**src/rtl/tpdt_pkg.sv**
```systemverilog
// Package for the two-partial decaying tone unit.
// Shared constants, register indexes, command codes and control types.
// No dependencies.
package tpdt_pkg;

   localparam int SINE_TABLE_BITS = 10;
   localparam int SAMPLE_BITS     = 16;
   localparam int LENGTH_BITS     = 16;

   localparam int CSR_INDEX_W = 3;
   localparam int CSR_DATA_W  = 32;
   localparam int STEP_W      = 32;
   localparam int BRIGHT_W    = 16;
   localparam int NOTE_LEN_W  = 16;
   localparam int INV_LEN_W   = 25;
   localparam int SAMPLE_W    = 16;

   localparam logic [CSR_INDEX_W-1:0] REG_FUND_STEP  = 3'd0;
   localparam logic [CSR_INDEX_W-1:0] REG_HARM_STEP  = 3'd1;
   localparam logic [CSR_INDEX_W-1:0] REG_BRIGHTNESS = 3'd2;
   localparam logic [CSR_INDEX_W-1:0] REG_NOTE_LEN   = 3'd3;
   localparam logic [CSR_INDEX_W-1:0] REG_INV_LEN    = 3'd4;

   localparam int OP_W = 4;
   localparam logic [OP_W-1:0] OP_IDLE = 4'd0;
   localparam logic [OP_W-1:0] OP_LOAD = 4'd1;
   localparam logic [OP_W-1:0] OP_ROMF = 4'd2;
   localparam logic [OP_W-1:0] OP_ROMH = 4'd3;
   localparam logic [OP_W-1:0] OP_MULH = 4'd4;
   localparam logic [OP_W-1:0] OP_MULR = 4'd5;
   localparam logic [OP_W-1:0] OP_MULE = 4'd6;
   localparam logic [OP_W-1:0] OP_MULG = 4'd7;
   localparam logic [OP_W-1:0] OP_MULS = 4'd8;
   localparam logic [OP_W-1:0] OP_FIN  = 4'd9;

   typedef struct packed {
      logic [OP_W-1:0] op;
   } cmd_type;

   typedef struct packed {
      logic go;
      logic out_free;
   } stat_type;

endpackage

```
**src/rtl/tpdt_ctrl.sv**
```systemverilog
// Sequencer for the two-partial decaying tone unit.
// Steps one item through ROM reads and five multiplier passes; an idle item skips from the first read to the finish.
// Depends on tpdt_pkg.
module tpdt_ctrl (
   input  logic               clock,
   input  logic               reset,
   input  logic               req_valid,
   output logic               req_ready,
   input  tpdt_pkg::stat_type stat,
   output tpdt_pkg::cmd_type  cmd
);

   localparam logic [3:0] S_IDLE = 4'd0;
   localparam logic [3:0] S_ROMF = 4'd1;
   localparam logic [3:0] S_ROMH = 4'd2;
   localparam logic [3:0] S_MULH = 4'd3;
   localparam logic [3:0] S_MULR = 4'd4;
   localparam logic [3:0] S_MULE = 4'd5;
   localparam logic [3:0] S_MULG = 4'd6;
   localparam logic [3:0] S_MULS = 4'd7;
   localparam logic [3:0] S_FIN  = 4'd8;

   logic [3:0] state_ff;
   logic [3:0] state_in;

   always_ff @(posedge clock) begin
      if (reset) begin
         state_ff <= S_IDLE;
      end else begin
         state_ff <= state_in;
      end
   end

   always_comb begin
      state_in  = state_ff;
      cmd.op    = tpdt_pkg::OP_IDLE;
      req_ready = 1'b0;
      unique case (state_ff)
         S_IDLE: begin
            req_ready = 1'b1;
            if (req_valid) begin
               cmd.op   = tpdt_pkg::OP_LOAD;
               state_in = S_ROMF;
            end
         end
         S_ROMF: begin
            cmd.op   = tpdt_pkg::OP_ROMF;
            state_in = stat.go ? S_ROMH : S_FIN;
         end
         S_ROMH: begin
            cmd.op   = tpdt_pkg::OP_ROMH;
            state_in = S_MULH;
         end
         S_MULH: begin
            cmd.op   = tpdt_pkg::OP_MULH;
            state_in = S_MULR;
         end
         S_MULR: begin
            cmd.op   = tpdt_pkg::OP_MULR;
            state_in = S_MULE;
         end
         S_MULE: begin
            cmd.op   = tpdt_pkg::OP_MULE;
            state_in = S_MULG;
         end
         S_MULG: begin
            cmd.op   = tpdt_pkg::OP_MULG;
            state_in = S_MULS;
         end
         S_MULS: begin
            cmd.op   = tpdt_pkg::OP_MULS;
            state_in = S_FIN;
         end
         S_FIN: begin
            if (stat.out_free) begin
               cmd.op   = tpdt_pkg::OP_FIN;
               state_in = S_IDLE;
            end
         end
         default: begin
            state_in = S_IDLE;
         end
      endcase
   end

endmodule

```
**config.mk**
```make
export PLATFORM = sky130hd
export DESIGN_NAME = tpdt_ctrl
export DESIGN_NICKNAME = d
export VERILOG_FILES = /design/src/rtl/tpdt_pkg.sv /design/src/rtl/tpdt_ctrl.sv
export SDC_FILE = /design/constraint.sdc
export NUM_CORES = 1
export LEC_CHECK = 0
export BUFFER_PORTS_ARGS = -buffer_cell sky130_fd_sc_hd__buf_4
export CAP_MARGIN = 25
export CORE_AREA = 2 2 39 41
export DETAILED_ROUTE_END_ITERATION = 16
export DIE_AREA = 0 0 41 43
export PLACE_DENSITY = 0.5
export REMOVE_ABC_BUFFERS = 1
export SLEW_MARGIN = 20
export SYNTH_ARGS = -nofsm -noshare
export SYNTH_HDL_FRONTEND = slang
export SYNTH_SLANG_ARGS = --single-unit
```
**constraint.sdc**
```tcl
create_clock -name clock -period 1.5 [get_ports clock]
set_clock_uncertainty 0.1 [all_clocks]
set_input_delay 0.3 -clock clock [delete_from_list [all_inputs] [get_ports clock]]
set_output_delay 0.3 -clock clock [all_outputs]
set_load 0.005 [all_outputs]
```
; ---- Word level (Yosys, flattened, before mapping)
; Index checks and enable logic that the tools add are counted.
[totals]
elab_cells = 21
out_inout_bits = 5
inputBits = 5
register_bits = 4
[op_classes]
mux = 8
reduce_logical = 2
eq_ne = 10
[ops]
columns = cell, n
row1 = one-hot mux 4 bit (9 select lines), 2
row2 = "== test 4 x 3 -> 1 bit, second input constant", 4
row3 = 2-to-1 mux 4 bit, 4
row4 = "== test 4 x 2 -> 1 bit, second input constant", 2
row5 = "== test 4 x 1 -> 1 bit, second input constant", 1
row6 = "== test 4 bit, second input constant", 1
row7 = zero test 4 bit, 1
row8 = "inequality test 2 bit, second input constant", 2
row9 = 2-to-1 mux 1 bit, 2
row10 = AND reduction 2 bit, 1

; ---- Depth between registers and ports, before layout
; Gate-level depths: netlist of run 1.
[depth]
word_depth = 3
mapped_depth = 4
ltp_nobuf = 3

; ---- Worst setup path before layout of run 1
; OpenSTA, ideal clock, no wires.
[synth_timing]
kind = register -> output
startpoint = register state_ff[2]
endpoint = output cmd[0] (netlist bit)
t_arrival_ps = 869
path_stages_with_launch = 5
n_path_buf = 1
setup_slack_ps = 231
path_cell_list = dfxtp_1 > buf_4 > nor3_2 > o32ai_1 > and2_1
[synth_rtl]
columns = element, line_no
row1 = "start, declared", tpdt_ctrl.sv:23  ; logic [3:0] state_ff;
row2 = "start signal, assigned", tpdt_ctrl.sv:30  ; state_ff <= state_in;
row3 = "end, declared", tpdt_ctrl.sv:10  ; output tpdt_pkg::cmd_type cmd

==> results_dict.tcl, run 1 <==
set metrics [dict create \
    status "complete, but fails checks" \
    violations "setup timing" \
    critPathKind "flip-flop to output pin" \
    switchingPower_uw 97.2 \
    core-area_um2 1380 \
    fp-row-count 14 \
    setup_viol 3 \
    grt_pass1_wl_um 1040 \
    crit_start "state_ff[1]$_SDFFE_PP0P_" \
    clkSlewWorstSetupHoldPaths_ps 40 \
    cts-buffers-inserted 3 \
    slew_headroom_pct 85.2 \
    p_sw_share_pct 27.3 \
    io_pins 10 \
    reg2reg_slack_ps 310 \
    cts_tree "yes" \
    synth_seq_cells 4 \
    grt_max_degree 10 \
    die_h_um 43 \
    drt_pass1_iterations 3 \
    fin_crit_ps 1570 \
    r2r-end "state_ff[1]$_SDFFE_PP0P_" \
    yosysWarningCount 0 \
    rsz0062_at_grt "yes" \
    largest_register_ffs 4 \
    hold_viol 0 \
    clock_latency_ps 240 \
    nets 52 \
    worst_slack_ps -68.1 \
    netlist_area_um2 268 \
    cap_violations 0 \
    min_path_type "input port to flip-flop" \
    worstReg2RegStart "state_ff[1]$_SDFFE_PP0P_" \
    die_area_um2 1760 \
    io_buffers 9 \
    areaGrowthSynthToFinish_pct 56.5 \
    dieWidth_um 41 \
    pwr-share-comb_pct 25.7 \
    route.detailed.wl_per_inst_um 10.4 \
    wirelength_um 637 \
    synthCells 32 \
    p_seq_share_pct 36.0 \
    power_density_nw_per_um2 848 \
    critPathLaunchType "flip-flop" \
    clockRootBuffer "clkbuf_4" \
    antenna_found_initial 0 \
    power_frac_clock_pct 38.3 \
    drive_above_1_share_pct 60.0 \
    p_int_uw 258 \
    grt_pass1_vias 255 \
    cp_data_arrival_time_ps 1170 \
    grt.total_usage_pct 9.25 \
    vias 282 \
    leakage_uw 0.000173 \
    reg.largest.list "state_ff: 4 flops" \
    ir_drop_mv 0.289 \
    clock.fmax_mhz 638 \
    power.total_uw 356 \
    worst_pin_slew_ps 221 \
    critical_path.max_fanout 8 \
    rr_worst_depth 4 \
    initial_core_util_pct 19.3 \
    critPathRequiredTime_ps 1100 \
    gp_congestion 0.675 \
    ys_types 20 \
    largest_register "state_ff" \
    crit_path_end_kind "output pin" \
    overflow 0 \
    whs_ps 159 \
    endpoint "cmd[0]" \
    ant_nets 0 \
    ys_seq_area_share_pct 29.9 \
    h-tree-depth 1 \
    period_share_pct 105 \
    antennaDiodeCount 0 \
    drc_errors 0 \
    viasPerCell 4.62 \
    syn_avg_cell_area_um2 8.37 \
    first_iter_violations 2 \
    clockBufferDepth 2 \
    slew_violations 0 \
    fin_util_pct 30.3 \
    dpl.hpwl_um 456 \
    numClockSinks 4 \
]
-- worst max-delay path: stages, from the launching register on --
cell     delay (ps)
dfxtp_4         370
nor3_4          210
o32ai_2          90
and2_1          140
buf_4           130
-- worst min-delay path by stage --
stage,startpoint,to,cells past startpoint
2_1_floorplan,reset,state_ff[1]$_SDFFE_PP0P_,1
3_3_place_gp,reset,state_ff[1]$_SDFFE_PP0P_,2
3_5_place_dp,reset,state_ff[1]$_SDFFE_PP0P_,2
4_1_cts,reset,state_ff[1]$_SDFFE_PP0P_,2
5_1_grt,reset,state_ff[1]$_SDFFE_PP0P_,2
6_report,reset,state_ff[1]$_SDFFE_PP0P_,2
-- power by group through the flow --
stage | Combinational, µW | Clock [µW] | Sequential (µW)
floorplan | 36.2 | 0 | 128
global placement | 76.6 | 0 | 129
detailed placement | 76.6 | 0 | 130
CTS | 92.8 | 142 | 128
global route | 102 | 145 | 129
finish | 91.4 | 136 | 128
-- timing repair --
action / in CTS / in global routing
setup endpoints to repair: 5 / 4
gates resized for setup: 11 / 0
pin swaps: 4 / 0
setup buffers: 3 / 0
hold buffers: 0 / 0
-- metrics by stage --
stage / instances / cell area (µm²) / worst slack (ps) / setup TNS, ps
after floorplan: 29 / 244 / 188 / 0
after global placement: 55 / 339 / 43.8 / 0
after detailed placement: 55 / 339 / 34.9 / 0
after CTS: 61 / 419 / -67.8 / -119
after global routing: 61 / 419 / -121 / -354
final: 61 / 419 / -68.1 / -87.1
-- cell type report --
type                    count  area (µm²)
multi-input cells          24         183
repair buffers             13        97.6
well taps                  16        20.0
fillers                   157         965
clock buffers               3        22.5
flip-flops and latches      4        92.6
inverters                   1        3.75
-- Yosys cell counts --
library cell | count | area [µm²]
dfxtp_1 | 4 | 80.1
nand2_1 | 3 | 11.3
nand3_1 | 3 | 15.0
nor3_1 | 3 | 15.0
a21oi_1 | 2 | 10.0
nor2_1 | 2 | 7.51
nor4_1 | 2 | 12.5
a211oi_2 | 1 | 12.5
and2_1 | 1 | 6.26
buf_2 | 1 | 5.00
buf_4 | 1 | 7.51
buf_6 | 1 | 11.3
inv_1 | 1 | 3.75
nand2b_4 | 1 | 13.8
nor3_2 | 1 | 10.0
o21ai_0 | 1 | 5.00
o21bai_1 | 1 | 7.51
o32ai_1 | 1 | 8.76
o41ai_2 | 1 | 16.3
xor2_1 | 1 | 8.76
-- logic make-up after synthesis --
logic type | Yosys count | share of synthesized area [%]
compound gates | 7 | 22.4
xor+xnor | 1 | 3.27
buf+inv | 4 | 10.3
flops | 4 | 29.9
simple gates | 16 | 34.1
-- layer usage --
layer,wire (µm),vias to the layer above,share of wire (%),GRT usage [%]
li1,-,145,-,-
met1,260,129,41,10.0
met2,332,6,52,12.5
met3,32,2,5.0,3.14
met4,12,0,1.9,10.0
met5,0,-,0,0
-- cells in the final DEF, fill, tap and decap left out, drive strengths merged, types with 2 or more instances in the layout --
master	synthesis	layout
buf	3	13
dfxtp	4	4
nor3	4	4
nand3	3	3
nand2	3	3
clkbuf	0	3
nor4	2	2
nor2	2	2
a21oi	2	2
No activity file was read; power rests on OpenSTA's default activity.
==> run 2: changes to the inputs <==
PLACE_DENSITY = 0.52   (was 0.5)
clock period = 1.3 ns   (was 1.5 ns; I/O delays follow)
==> results_dict.tcl, run 2 (synthesized netlist as in run 1, its figures left out) <==
set metrics [dict create \
    vias 290 \
    hold_viol 0 \
    clockBufferDepth 2 \
    status "complete, but fails checks" \
    fp-row-count 14 \
    grt_pass1_vias 292 \
    drc_errors 0 \
    p_sw_share_pct 25.2 \
    antenna_found_initial 0 \
    grt.total_usage_pct 9.06 \
    cts-buffers-inserted 3 \
    nets 60 \
    drt-met1-wl_um 262 \
    crit_family "flip-flops" \
    crit_slowest_cell "dfxtp_4" \
    fin_crit_ps 1480 \
    pwr-share-comb_pct 31.6 \
    critical_path.max_fanout 8 \
    violations "setup timing" \
    slew_violations 0 \
    reg.largest.list "state_ff: 4 flops" \
    worst_pin_slew_ps 222 \
    wl_met3_um 31 \
    final_common_cell "buf_4" \
    dieWidth_um 41 \
    wirelength_um 638 \
    p_int_uw 318 \
    clockRootBuffer "clkbuf_4" \
    die_h_um 43 \
    critPathRequiredTime_ps 940 \
    final_cell_mix "buf_4 (19), nand3_1 (3), clkbuf_4 (3)" \
    cp_cell_sequence "nor3_4 -> o32ai_1 -> and2_1 -> buf_4" \
    core-area_um2 1380 \
    overflow 0 \
    cpPeakStageDelay_ps 370 \
    clock.fmax_mhz 674 \
    antennaDiodeCount 0 \
    die_area_um2 1760 \
    grt_pass1_wl_um 1060 \
    p_seq_share_pct 34.0 \
    switchingPower_uw 107 \
    gp_congestion 0.753 \
    setup_viol 5 \
    clock_latency_ps 230 \
    placed_cells 63 \
    cts_tree "yes" \
    slew_headroom_pct 85.1 \
    leakage_uw 0.000213 \
    drive_above_1_share_pct 69.8 \
    io_buffers 9 \
    dpl.hpwl_um 489 \
    min_path_type "input port to flip-flop" \
    h-tree-depth 1 \
    ir_drop_mv 0.297 \
    rsz0062_at_grt "yes" \
    ant_nets 0 \
    route.detailed.wl_per_inst_um 9.25 \
    initial_core_util_pct 19.3 \
    power_density_nw_per_um2 865 \
    critPathKind "flip-flop to output pin" \
    critPathLaunchType "flip-flop" \
    period_share_pct 114 \
    crit_buf_inv 1 \
    power_frac_clock_pct 34.4 \
    clkSlewWorstSetupHoldPaths_ps 30 \
    grt_max_degree 9 \
    largest_register "state_ff" \
    areaGrowthSynthToFinish_pct 83.6 \
    crit_path_end_kind "output pin" \
    worst_slack_ps -184 \
    drt_pass1_iterations 2 \
    largest_register_ffs 4 \
    top_layer_used "met3" \
    first_iter_violations 2 \
    whs_ps 123 \
    dr_wl_met2_um 344 \
    numClockSinks 4 \
    cap_violations 0 \
    cp_data_arrival_time_ps 1120 \
    stdcell_count 69 \
    viasPerCell 4.20 \
    io_pins 10 \
]
run 2: cell count changes in the layout (fill, tap and decap cells not counted):
cell and change:
buf_4 +6, buf_6 +2, dfxtp_2 +1, dfxtp_4 -1, nand2_1 -1, nand2_2 +1
nor3_1 -1, nor3_2 +1, o32ai_1 +1, o32ai_2 -1, xor2_1 -1, xor2_2 +1
run 2: power by group through the flow:
stage	sequential [µW]	combinational, µW	clock (µW)
2_1_floorplan	147	41.8	0
3_3_place_gp	145	114	0
3_5_place_dp	145	114	0
4_1_cts	144	131	157
5_1_grt	146	148	162
6_report	144	134	146
run 2: metal layers:
layer  track usage [%]  vias to the layer above
li1                  -                      156
met1              10.1                      130
met2              13.8                        4
met3              3.14                        0
met4              6.00                        0
met5                 0                        -
run 2: final timing paths:
path	slack, ps	start	endpoint	depth (start not counted)
hold reg to reg	390	state_ff[0]$_SDFFE_PP0P_	state_ff[0]$_SDFFE_PP0P_	1
setup reg to reg	70	state_ff[1]$_SDFFE_PP0P_	state_ff[3]$_SDFFE_PP0P_	5
setup / recovery	-180	state_ff[1]$_SDFFE_PP0P_	cmd[0]	4
hold / removal	120	reset	state_ff[1]$_SDFFE_PP0P_	2
run 2: repair_timing:
item,CTS,global route
hold buffers,0,0
resized for setup,13,1
setup buffers,2,1
setup endpoints to repair,5,6
pin swaps,5,1
run 2: through the flow:
stage	TNS (ps)	utilization (%)	setup slack (ps)	total power, µW	area [µm²]
2_1_floorplan	0	-	27.5	189	244
3_3_place_gp	-26.9	28.8	-12.7	258	399
3_5_place_dp	-30.8	28.8	-27.7	258	399
4_1_cts	-770	34.6	-180	431	479
5_1_grt	-962	35.5	-251	456	492
6_report	-678	35.5	-184	425	492
run 2: final cells by class:
type	instances	area, µm²
repair buffers	21	165
multi-input cells	24	190
clock buffers	3	22.5
fillers	150	892
inverters	1	3.75
flip-flops and latches	4	90.1
well taps	16	20.0
==> run 3: changes to the inputs <==
CORE_AREA = 3 3 40 42   (was 2 2 39 41)
DIE_AREA = 0 0 43 45   (was 0 0 41 43)
==> results_dict.tcl, run 3 (synthesized netlist as in run 1, its figures left out) <==
set metrics [dict create \
    largest_register_ffs 4 \
    placed_cells 62 \
    ant_nets 0 \
    worst_slack_ps -198 \
    crit_start "state_ff[1]$_SDFFE_PP0P_" \
    initial_core_util_pct 20.8 \
    antenna_found_initial 0 \
    vias 313 \
    dpl.hpwl_um 491 \
    leakage_uw 0.000229 \
    reg2reg_slack_ps 110 \
    period_share_pct 115 \
    cap_violations 0 \
    drc_errors 0 \
    worst_pin_slew_ps 223 \
    clkSlewWorstSetupHoldPaths_ps 40 \
    fp-row-count 13 \
    clock_latency_ps 240 \
    worstReg2RegStart "state_ff[1]$_SDFFE_PP0P_" \
    dieWidth_um 43 \
    antennaDiodeCount 0 \
    ir_drop_mv 0.328 \
    hp-start "reset" \
    critPathRequiredTime_ps 940 \
    drive_above_1_share_pct 70.9 \
    fin_util_pct 40.8 \
    overflow 0 \
    die_area_um2 1940 \
    nets 62 \
    cp_data_arrival_time_ps 1140 \
    rr_worst_depth 4 \
    drt_pass1_iterations 4 \
    crit_path_end_kind "output pin" \
    reg.largest.list "state_ff: 4 flops" \
    fillers 132 \
    viasPerCell 4.47 \
    grt_pass1_wl_um 1460 \
    route.detailed.wl_per_inst_um 10.7 \
    core-area_um2 1280 \
    final_common_cell "buf_4" \
    gp_congestion 0.713 \
    h-tree-depth 1 \
    holdBufCountCts 0 \
    wirelength_um 752 \
    critPathKind "flip-flop to output pin" \
    clockBufferDepth 2 \
    setup_viol 5 \
    largest_register "state_ff" \
    die_h_um 45 \
    whs_ps 120 \
    numClockSinks 4 \
    clockRootBuffer "clkbuf_4" \
    grt_pass1_vias 332 \
    min_path_type "input port to flip-flop" \
    grt_max_degree 8 \
    areaGrowthSynthToFinish_pct 95.8 \
    status "complete, but fails checks" \
    rsz0062_at_grt "yes" \
    first_iter_violations 4 \
    violations "setup timing" \
    cts-buffers-inserted 3 \
    grt.total_usage_pct 10.7 \
    cts_tree "yes" \
    critPathLaunchType "flip-flop" \
    slew_headroom_pct 85.0 \
    tns_ps -891 \
    stdcell_count 70 \
    r2r-end "state_ff[1]$_SDFFE_PP0P_" \
    critical_path.max_fanout 6 \
    hold_viol 0 \
    fin_crit_ps 1500 \
    io_pins 10 \
    power_density_nw_per_um2 862 \
    io_buffers 9 \
    clock.fmax_mhz 668 \
    dp_slack_ps -58.9 \
    endpoint "cmd[0]" \
    slew_violations 0 \
]
==> run 3: worst min path at each step <==
stage / end / slack [ps] / cells past startpoint
2_1_floorplan: state_ff[1]$_SDFFE_PP0P_ / 220 / 1
3_3_place_gp: state_ff[1]$_SDFFE_PP0P_ / 370 / 2
3_5_place_dp: state_ff[1]$_SDFFE_PP0P_ / 370 / 2
4_1_cts: state_ff[1]$_SDFFE_PP0P_ / 110 / 2
5_1_grt: state_ff[1]$_SDFFE_PP0P_ / 130 / 2
6_report: state_ff[1]$_SDFFE_PP0P_ / 120 / 2
==> run 3: area by class of cell <==
cell class	count	area [µm²]	share of cell area, %
multi-input combinational	24	203	38.7
timing repair buffer	23	184	35.1
sequential	4	92.6	17.7
clock buffer	3	22.5	4.30
tap	15	18.8	3.58
inverter	1	3.75	0.716
==> run 3: repair_timing <==
item | CTS | global route
pin swaps | 5 | 0
gates resized for setup | 16 | 1
buffers inserted | 5 | 0
setup endpoints to repair | 5 | 6
==> run 3: routing by layer <==
metal | up-vias | share of wire (%) | GRT usage [%]
met5 | - | 0 | 0
met4 | 0 | 2.8 | 7.23
met3 | 2 | 4.9 | 3.98
met2 | 7 | 52 | 18.0
met1 | 140 | 40 | 11.1
li1 | 164 | - | -
==> run 3: stage by stage <==
| stage | cell area (µm²) | power (µW) |
|---|---|---|
| 2_1_floorplan | 244 | 189 |
| 6_report | 524 | 452 |
| 5_1_grt | 524 | 480 |
| 3_3_place_gp | 398 | 257 |
| 3_5_place_dp | 398 | 257 |
| 4_1_cts | 519 | 457 |
==> run 3: where the power goes <==
group          internal, µW  switching [µW]  leakage, µW  total (µW)
Sequential              129            16.1    0.0000353         145
Combinational          94.8            52.5     0.000179         147
Clock                   104            55.4    0.0000138         159
Total                   328             124     0.000229         452
==> run 3: worst max-delay path, cell delays in order (launching register included) <==
cell	delay (ps)
dfxtp_4	370
nor3_4	180
o32ai_1	90
and2_1	140
buf_4	130
